## src/rcfd_pkg.sv

```systemverilog
// Package for the radio-control channel frame decoder: beat types, status codes and
// the constants of the frame layout and of the raw-to-output channel scaling.
// Depends on nothing; used by rc_channel_frame_decoder.
package rcfd_pkg;

  localparam int unsigned CHANNEL_COUNT = 16;
  localparam int unsigned FRAME_BYTES   = 35;
  localparam int unsigned CHAN_W        = 4;
  localparam int unsigned VALUE_W       = 16;
  localparam int unsigned POS_W         = 6;

  localparam logic [7:0]       START_BYTE   = 8'h0F;
  localparam logic [POS_W-1:0] LAST_POS     = POS_W'(FRAME_BYTES - 1);
  localparam logic [POS_W-1:0] WORD_END_POS = POS_W'(33);

  // Scaling: out = floor((v*1000 + 1000*1342 + 671 - 353*1000) / 1342).
  localparam int unsigned RAW_LOW   = 353;
  localparam int unsigned RAW_HIGH  = 1695;
  localparam int unsigned RAW_SPAN  = RAW_HIGH - RAW_LOW;
  localparam int unsigned OUT_BASE  = 1000;
  localparam int unsigned CVT_OFS   = OUT_BASE * RAW_SPAN + RAW_SPAN / 2 - RAW_LOW * OUT_BASE;

  // Scaled numerator is below 2^27; the reciprocal with a 38-bit shift is exact for
  // every numerator below 2^27 because its rounding excess is below 2^11.
  localparam int unsigned NUM_W       = 27;
  localparam int unsigned RECIP_SHIFT = 38;
  localparam int unsigned RECIP_W     = 28;
  localparam longint unsigned RECIP_MUL =
    ((64'd1 << RECIP_SHIFT) + RAW_SPAN - 1) / RAW_SPAN;
  localparam int unsigned PROD_W      = NUM_W + RECIP_W;

  typedef enum logic [1:0] {
    STAT_GOOD      = 2'd0,
    STAT_BAD_START = 2'd1,
    STAT_BAD_CSUM  = 2'd2
  } status_e;

  typedef struct packed {
    logic [7:0] byte_value;
    logic       frame_begin;
  } in_beat_t;

  typedef struct packed {
    status_e              status;
    logic [CHAN_W-1:0]    channel_index;
    logic [VALUE_W-1:0]   scaled_value;
    logic                 last;
  } out_beat_t;

endpackage

```

## src/rc_channel_frame_decoder.sv

```systemverilog
// Radio-control channel frame decoder: takes a 35-byte frame one byte per beat.
// The first result beat is registered once byte 34 is accepted and busy is set; a
// channel word is scaled in two registered steps after its low byte arrives.
// Throughput: one input beat per cycle, except that input is held off while the
// end-of-frame report drains (16 beats for a good frame, 1 for a bad one).
// Reset (rst_ni, async, active low) clears all control state; the channel store is not reset.
module rc_channel_frame_decoder (
  input  logic                clk_i,
  input  logic                rst_ni,
  input  logic                in_valid_i,
  output logic                in_ready_o,
  input  rcfd_pkg::in_beat_t  in_data_i,
  output logic                out_valid_o,
  input  logic                out_ready_i,
  output rcfd_pkg::out_beat_t out_data_o
);

  // ---------------------------------------------------------------------------
  // Frame tracking state. The position counter and running XOR are updated on each
  // accepted beat; the start check at byte 0, a channel word's high byte at odd bytes.
  // ---------------------------------------------------------------------------
  logic [rcfd_pkg::POS_W-1:0] pos_q, pos_d;
  logic                       start_ok_q, start_ok_d;
  logic [7:0]                 xor_q, xor_d;
  logic [7:0]                 hi_q, hi_d;

  logic                       in_fire;
  logic [rcfd_pkg::POS_W-1:0] pos;
  logic [7:0]                 xor_next;
  logic [rcfd_pkg::CHAN_W-1:0] word_ch;
  logic                       word_done;
  logic                       frame_end;

  // Conversion pipeline: numerator register, then quotient register, then store write.
  logic                         num_vld_q, num_vld_d;
  logic [rcfd_pkg::NUM_W-1:0]   num_q, num_d;
  logic [rcfd_pkg::CHAN_W-1:0]  num_ch_q, num_ch_d;
  logic                         quo_vld_q;
  logic [rcfd_pkg::VALUE_W-1:0] quo_q, quo_d;
  logic [rcfd_pkg::CHAN_W-1:0]  quo_ch_q;
  logic [rcfd_pkg::PROD_W-1:0]  prod;

  logic [rcfd_pkg::VALUE_W-1:0] chan_mem [rcfd_pkg::CHANNEL_COUNT];

  // Report sequencer and output register.
  logic                        busy_q, busy_d;
  logic                        bad_q, bad_d;
  rcfd_pkg::status_e           bad_stat_q, bad_stat_d;
  logic [rcfd_pkg::CHAN_W-1:0] cnt_q, cnt_d;
  logic                        out_vld_q, out_vld_d;
  rcfd_pkg::out_beat_t         out_q, out_d;
  logic                        load;
  logic                        report_last;

  // Input is held off for the whole end-of-frame report.
  assign in_ready_o = !busy_q;
  assign in_fire    = in_valid_i && in_ready_o;

  // frame_begin forces position zero; an out-of-range count also restarts the frame.
  always_comb begin
    pos = in_data_i.frame_begin ? '0 : pos_q;
    if (pos >= rcfd_pkg::POS_W'(rcfd_pkg::FRAME_BYTES)) begin
      pos = '0;
    end
  end

  assign xor_next  = xor_q ^ in_data_i.byte_value;
  // Even positions 2..32 complete a word; its channel is pos/2 - 1.
  assign word_ch   = rcfd_pkg::CHAN_W'(pos[rcfd_pkg::POS_W-1:1] - 1'b1);
  assign word_done = (pos != '0) && (pos < rcfd_pkg::WORD_END_POS) && !pos[0] &&
                     ({1'b0, word_ch} < (rcfd_pkg::CHAN_W + 1)'(rcfd_pkg::CHANNEL_COUNT));
  assign frame_end = in_fire && (pos == rcfd_pkg::LAST_POS);

  always_comb begin
    pos_d      = pos_q;
    start_ok_d = start_ok_q;
    xor_d      = xor_q;
    hi_d       = hi_q;
    num_vld_d  = 1'b0;
    num_ch_d   = word_ch;
    // Scaled numerator v*1000 + offset; a constant multiply, i.e. a few shifted adds.
    num_d      = rcfd_pkg::NUM_W'({hi_q, in_data_i.byte_value} *
                                  rcfd_pkg::NUM_W'(rcfd_pkg::OUT_BASE)) +
                 rcfd_pkg::NUM_W'(rcfd_pkg::CVT_OFS);
    if (in_fire) begin
      if (pos == '0) begin
        start_ok_d = (in_data_i.byte_value == rcfd_pkg::START_BYTE);
        xor_d      = '0;
      end else begin
        xor_d = xor_next;
        if (pos < rcfd_pkg::WORD_END_POS && pos[0]) begin
          hi_d = in_data_i.byte_value;
        end
        num_vld_d = word_done;
      end
      pos_d = (pos == rcfd_pkg::LAST_POS) ? '0 : pos + 1'b1;
    end
  end

  always_ff @(posedge clk_i or negedge rst_ni) begin
    if (!rst_ni) begin
      pos_q      <= '0;
      start_ok_q <= 1'b0;
      xor_q      <= '0;
      hi_q       <= '0;
      num_vld_q  <= 1'b0;
      quo_vld_q  <= 1'b0;
    end else begin
      pos_q      <= pos_d;
      start_ok_q <= start_ok_d;
      xor_q      <= xor_d;
      hi_q       <= hi_d;
      num_vld_q  <= num_vld_d;
      quo_vld_q  <= num_vld_q;
    end
  end

  // ---------------------------------------------------------------------------
  // Division by the raw span as a multiply by its scaled reciprocal. The product
  // is registered before the quotient is written to the channel store.
  // ---------------------------------------------------------------------------
  assign prod  = rcfd_pkg::PROD_W'(num_q) *
                 rcfd_pkg::PROD_W'(rcfd_pkg::RECIP_W'(rcfd_pkg::RECIP_MUL));
  assign quo_d = prod[rcfd_pkg::RECIP_SHIFT +: rcfd_pkg::VALUE_W];

  always_ff @(posedge clk_i) begin
    num_q    <= num_d;
    num_ch_q <= num_ch_d;
    quo_q    <= quo_d;
    quo_ch_q <= num_ch_q;
    if (quo_vld_q) begin
      chan_mem[quo_ch_q] <= quo_q;
    end
  end

  // ---------------------------------------------------------------------------
  // End-of-frame report. Bytes 33 and 34 still follow the last word, so every channel
  // is written before the sequencer reads it.
  // ---------------------------------------------------------------------------
  assign load        = busy_q && (!out_vld_q || out_ready_i);
  assign report_last = bad_q || (cnt_q == rcfd_pkg::CHAN_W'(rcfd_pkg::CHANNEL_COUNT - 1));

  always_comb begin
    busy_d     = busy_q;
    bad_d      = bad_q;
    bad_stat_d = bad_stat_q;
    cnt_d      = cnt_q;
    out_vld_d  = out_vld_q;
    out_d      = out_q;
    if (out_ready_i) begin
      out_vld_d = 1'b0;
    end
    if (load) begin
      out_vld_d = 1'b1;
      if (bad_q) begin
        out_d.status        = bad_stat_q;
        out_d.channel_index = '0;
        out_d.scaled_value  = '0;
      end else begin
        out_d.status        = rcfd_pkg::STAT_GOOD;
        out_d.channel_index = cnt_q;
        out_d.scaled_value  = chan_mem[cnt_q];
      end
      out_d.last = report_last;
      cnt_d      = cnt_q + 1'b1;
      if (report_last) begin
        busy_d = 1'b0;
      end
    end
    // A bad start byte takes priority over a checksum mismatch.
    if (frame_end) begin
      busy_d = 1'b1;
      cnt_d  = '0;
      bad_d  = !start_ok_q || (xor_next != '0);
      if (start_ok_q) begin
        bad_stat_d = rcfd_pkg::STAT_BAD_CSUM;
      end else begin
        bad_stat_d = rcfd_pkg::STAT_BAD_START;
      end
    end
  end

  always_ff @(posedge clk_i or negedge rst_ni) begin
    if (!rst_ni) begin
      busy_q    <= 1'b0;
      out_vld_q <= 1'b0;
      cnt_q     <= '0;
    end else begin
      busy_q    <= busy_d;
      out_vld_q <= out_vld_d;
      cnt_q     <= cnt_d;
    end
  end

  always_ff @(posedge clk_i) begin
    bad_q      <= bad_d;
    bad_stat_q <= bad_stat_d;
    out_q      <= out_d;
  end

  assign out_valid_o = out_vld_q;
  assign out_data_o  = out_q;

`ifndef SYNTHESIS
  // Accepting the final frame byte always starts a report.
  a_frame_end_report: assert property (@(posedge clk_i) disable iff (!rst_ni)
    frame_end |=> busy_q)
    else $error("frame end did not start a report");

  // No channel write may land while a report is reading the store.
  a_no_write_in_report: assert property (@(posedge clk_i) disable iff (!rst_ni)
    busy_q |-> !quo_vld_q)
    else $error("channel store written during report");

  // Error results carry zero index and value and close the frame.
  a_error_beat: assert property (@(posedge clk_i) disable iff (!rst_ni)
    (out_vld_q && out_q.status != rcfd_pkg::STAT_GOOD) |->
      (out_q.channel_index == '0 && out_q.scaled_value == '0 && out_q.last))
    else $error("malformed error beat");

  // A good frame ends exactly on the highest channel.
  a_good_last: assert property (@(posedge clk_i) disable iff (!rst_ni)
    (out_vld_q && out_q.status == rcfd_pkg::STAT_GOOD) |->
      (out_q.last == (out_q.channel_index ==
                      rcfd_pkg::CHAN_W'(rcfd_pkg::CHANNEL_COUNT - 1))))
    else $error("last mark on wrong channel");
`endif

endmodule
```

## config.mk

```make
export PLATFORM = sky130hd
export DESIGN_NAME = rc_channel_frame_decoder
export DESIGN_NICKNAME = d
export VERILOG_FILES = /design/src/rcfd_pkg.sv /design/src/rc_channel_frame_decoder.sv
export SDC_FILE = /design/constraint.sdc
export NUM_CORES = 1
export LEC_CHECK = 0
export ABC_AREA = 1
export BUFFER_PORTS_ARGS = -buffer_cell sky130_fd_sc_hd__buf_2
export CAP_MARGIN = 0
export CORE_MARGIN = 2
export CORE_UTILIZATION = 35
export DETAILED_ROUTE_END_ITERATION = 6
export PLACE_DENSITY = 0.58
export SKIP_LAST_GASP = 1
export SYNTH_ARGS = -nofsm -noshare
export SYNTH_HDL_FRONTEND = slang
export SYNTH_SLANG_ARGS = --single-unit
```

## constraint.sdc

```tcl
create_clock -name clk_i -period 7.9 [get_ports clk_i]
set_input_delay 1.58 -clock clk_i [delete_from_list [all_inputs] [get_ports clk_i]]
set_output_delay 1.58 -clock clk_i [all_outputs]
set_load 0.005 [all_outputs]
```

[Word-level counts from Yosys, hierarchy flattened]
Memory sizes are Yosys's and may differ from the RTL's. A register that Yosys moved wholly into a read port is not among the register bits.
Cells that the tools add are included.
Storage, ports and cells
  output and inout bits: 25
  input bits: 13
  memory bits (read-only): 0
  bits in writable memories: 256
  memories: 1
  register bits after elaboration: 92
  latch bits: 0
Memory list
  chan_mem: depth 16, width 16, rd ports 1, clocked after Yosys merged registers in 1, wr ports 1, line rc_channel_frame_decoder.sv:43  | logic [rcfd_pkg::VALUE_W-1:0] chan_mem [rcfd_pkg::CHANNEL_COUNT];
Cells by class
  eq/ne operators: 3
  bitwise logic cells: 2
  divide/modulo/power cells: 0
  $mul: 2
  shifts and indexed selects: 0
  muxes and demuxes: 16
  magnitude comparators: 2
  add/sub/neg operators: 4
  reductions and logical operators: 22
Operators with widths (number)
  $mul 27x28->54 const B: 1
  $add 26x20->27 const B: 1
  $mul 16x7->23 const B: 1
  $mux 6: 3
  $mux 1: 9
  $eq 8x4->1 const B: 1
  $mux 4: 2
  $mux 8: 1
  $reduce_bool 8->1: 1
  $xor 8x8->8: 1
  $add 6x1->6 const B: 1
  $eq 6x6->1 const B: 1
  $ge 6x6->1 const B: 1
  $logic_and 1x1->1: 6
  $logic_not 6->1: 1
  $lt 6x6->1 const B: 1
  $reduce_bool 2->1: 3
  $reduce_bool 6->1: 1
  $add 4x1->4 const B: 1
  $eq 4x4->1 const B: 1
  $logic_not 1->1: 4
  $reduce_and 2->1: 2
  $sub 4x1->4 const B: 1
  $logic_or 1x1->1: 3
  3 further kinds: 3

[Depth between registers and ports, before layout]
  word-level depth: 8
  mapped depth: 25
  gate-level depth less buffers: 25

[Worst setup path after synthesis]
OpenSTA, ideal clock, no wires.
  path type: flip-flop to flip-flop
  start point: register num_q[10] (netlist name)
  end point: register quo_q[11] (netlist name)
  stages on the path, launching flop included: 22
  path slack: 2.548 ns
  buffers on the path: 0
  arrival: 5.239 ns
  period minus slack after synthesis: 5.352 ns
  setup time: 0.112 ns
  cells stage by stage: dfxtp_1 > inv_1 > ha_1 > fa_1 > inv_1 > fa_1 > inv_1 > fa_1 > fa_1 > fa_1 > fa_1 > inv_1 > ha_1 > nand2_1 > nor2_1 > inv_1 > nor4_1 > nand3_1 > nand3_1 > nand2_1 > nand3_1 > nand2_1
Between the ends
  word-level cells in the longest chain between the ends: 1
Ends and longest elaborated chain
  start: declaration: line rc_channel_frame_decoder.sv:36  | logic [rcfd_pkg::NUM_W-1:0] num_q, num_d;
  start signal: assignment: line rc_channel_frame_decoder.sv:127  | num_q <= num_d;
  $mul 27x28->54: line rc_channel_frame_decoder.sv:122  | assign prod = rcfd_pkg::PROD_W'(num_q) *
  net prod (one bit): line rc_channel_frame_decoder.sv:41  | logic [rcfd_pkg::PROD_W-1:0] prod;
  end signal: assignment: line rc_channel_frame_decoder.sv:129  | quo_q <= quo_d;
  end: declaration: line rc_channel_frame_decoder.sv:39  | logic [rcfd_pkg::VALUE_W-1:0] quo_q, quo_d;
The timed path passes the listed nets, and every way through them passes these cells.
A chain may end at the register's enable or synchronous reset.

[Worst setup path after layout]
  start point: register num_q[4] (netlist name)
  end point: register quo_q[7] (netlist name)
Same word-level chain as after synthesis.

==> results.txt <==
Final wirelength: 76900 um
Leading cell types in the layout, fill and taps excluded: 614 x inv_1, 336 x nand2_1, 336 x fa_1
Post-synth ARST share: 0.0859
Delay-heaviest family, CP: adder cells
Worst Hold Class: reg -> reg
Most common cell after layout, fill and taps aside: inv_1
Endpoints failing hold: 0
Met1 usage: 0.242
CP Class: reg -> reg
Core Region: 83200 um2
Max_cap viols: 0
Rows: 106
RSZ-0062 raised after global routing: no
Share of Yosys cell area claimed by the top area cell type: 0.289
Final Slew Violations: 0
Normalized max-slew margin: 0.194
Nets@finish: 3600
Status: completed
GRT Max-Usage Layer: met2
Final period demand of the worst path: 6.42 ns
GRT Total Usage: 0.181
Number of synthesized flops with an enable pin: 282
Main synth FF type: edfxtp_1
Post-CTS Hold Buffers: 0
Share of cells above drive strength 1: 0.0553
Area grow syn2layout: 10.0%
Largest net degree at the start of global routing: 94
Clock Sink Count: 361
Buf/Inv on CP: 5
CP max stage delay: 0.73 ns
Port buffer count: 37
Gate Count Post-Synth: 2889
Drc violations: 0
CTS Buf Count: 40
Fmax: 156 MHz
Initial antenna violation count: 2
Worst-Margin Slew: 1.21 ns
Worst path arrival time: 6.88 ns
Drt via density: 4.92
Post-Syn Nets: 3553
ANT nets after route: 0
Starting Density: 0.352
DR pass1 iterations: 6
Horiz. Die Dim: 293 um
Crit path capture type: register
Post-Syn Area: 29300 um2
GR Util met3: 0.0235
Clk pin slew, worst setup/hold paths: 0.07 ns
Root buffer cell: clkbuf_16
Post-synthesis register bit count: 361
Slowest cell on crit path: dfxtp_1
Largest cells by area after synthesis: edfxtp_1 29%, fa_1 23%, ha_1 13%
Ports: 38
Total gr overflow: 0
Final period util: 0.813
Met2 GRT Util: 0.303
Synth Warn #: 0
Worst-path maximum fanout: 9
CTS tree: yes
Crit-path cells: ha_1, inv_1, fa_1, inv_1, fa_1, fa_1, fa_1, fa_1, inv_1, fa_1, inv_1, ha_1, nand2_1, inv_1, a21oi_1, a21boi_0, o21ai_0, nand2_1, nand4_1, xor2_1
Clock Path Buffers: 3
WL per Instance: 19.0 um
N_diodes: 0
Clk_lat worst skew: 0.58 ns
Final setup vio count: 0
TNS Setup: 0 ns
Vias: 19.9k
Worst Setup Start Kind: register
Die Ht: 293 um
CTS resizes: 0
Synth area leader: edfxtp_1
Setup bufs post-CTS: 0
Vias in the first global route: 20.3k
Starting DRC count in detailed routing: 1370
Crit path top cell by count: fa_1
Cell variety after synth: 43
CP required: 8.35 ns
Max H-tree Level: 2
Post-synthesis sequential area ratio: 0.349
Dpl hpwl: 59900 um
DIE AREA: 85900 um2
Placer Congestion: 0.990
Mean post-synth cell area: 10.1 um2
Max Clock Skew: 0.0421 ns
First-pass GRT wire length: 119000 um
==> metrics by stage <==
stage	utilization	hold WS, ns	cell area [um2]	std cells	worst slack (ns)
after floorplan	-	0.310	29300	2889	2.55
after global placement	0.370	0.312	30800	3974	1.54
after detailed placement	0.370	0.313	30800	3974	1.53
after CTS	0.387	0.331	32200	4047	1.50
after global routing	0.387	0.329	32200	4047	1.21
final	0.387	0.330	32200	4047	1.48
==> synth_stat cells, drive strengths merged (5+ instances only) <==
| cell | n |
|---|---|
| or2 | 6 |
| nor2 | 272 |
| dfxtp | 48 |
| ha | 315 |
| nand4 | 27 |
| nand3 | 85 |
| edfxtp | 282 |
| buf | 6 |
| xor2 | 28 |
| dfrtp | 31 |
| o21bai | 7 |
| o221ai | 24 |
| o22ai | 41 |
| nor4 | 5 |
| a21o | 9 |
| nand2 | 341 |
| inv | 619 |
| clkbuf | 46 |
| xnor2 | 20 |
| a21oi | 74 |
| a31oi | 25 |
| fa | 336 |
| o211ai | 10 |
| nand3b | 5 |
| o21ai | 196 |
| a21boi | 5 |
| nor3 | 15 |
==> sequential cells by signal, indices dropped and copies added, names as in the netlist <==
register	cells
num_vld_q	1
bad_q	1
cnt_q	4
busy_q	1
hi_q	8
start_ok_q	1
bad_stat_q	2
quo_q	16
out_data_o	23
num_ch_q	4
pos_q	6
chan_mem	256
num_q	24
quo_ch_q	4
out_valid_o	1
xor_q	8
quo_vld_q	1
==> per-layer routing <==
metal	vias up	routed length, um
met3	138	3490
li1	9441	-
met5	-	13
met1	9827	34000
met4	2	2650
met2	513	36700
==> cells by family (layout without fill, tap and decap cells) <==
| kind of cell | after synthesis | count (layout) | synth area share |
|---|---|---|---|
| xor gates and xnor gates | 48 | 48 | 0.0144 |
| and+or+nand+nor | 759 | 759 | 0.108 |
| adders and majority gates | 651 | 651 | 0.365 |
| AOI/OAI and AO/OA | 396 | 396 | 0.0772 |
| buffers and inverters | 674 | 752 | 0.0870 |
| DFF | 361 | 361 | 0.349 |
==> area by class of cell <==
cell class / count / area, um2
clock buffer: 55 / 1160
clock inverter: 18 / 255
fill: 8250 / 51000
inverter: 622 / 2340
multi-input combinational: 1854 / 16500
sequential: 361 / 10200
tap: 1080 / 1350
timing repair buffer: 57 / 335
==> path summary, 6_finish.rpt <==
path	startpoint	end	slack (ns)	depth (start not counted)
worst max-delay path	num_q[4]$_DFF_P_	quo_q[7]$_DFF_P_	1.48	20
worst min-delay path	num_ch_q[2]$_DFF_P_	quo_ch_q[2]$_DFF_P_	0.33	0
worst max register to register	num_q[4]$_DFF_P_	quo_q[7]$_DFF_P_	1.48	20
worst min register to register	num_ch_q[2]$_DFF_P_	quo_ch_q[2]$_DFF_P_	0.33	0
max in group asynchronous	rst_ni	cnt_q[0]$_DFFE_PN0P_	6.29	1
min in group asynchronous	rst_ni	pos_q[5]$_DFFE_PN0P_	1.09	1
Power is not shown: default switching activity piles up to over one toggle a cycle in this logic, so the estimate is an artifact.
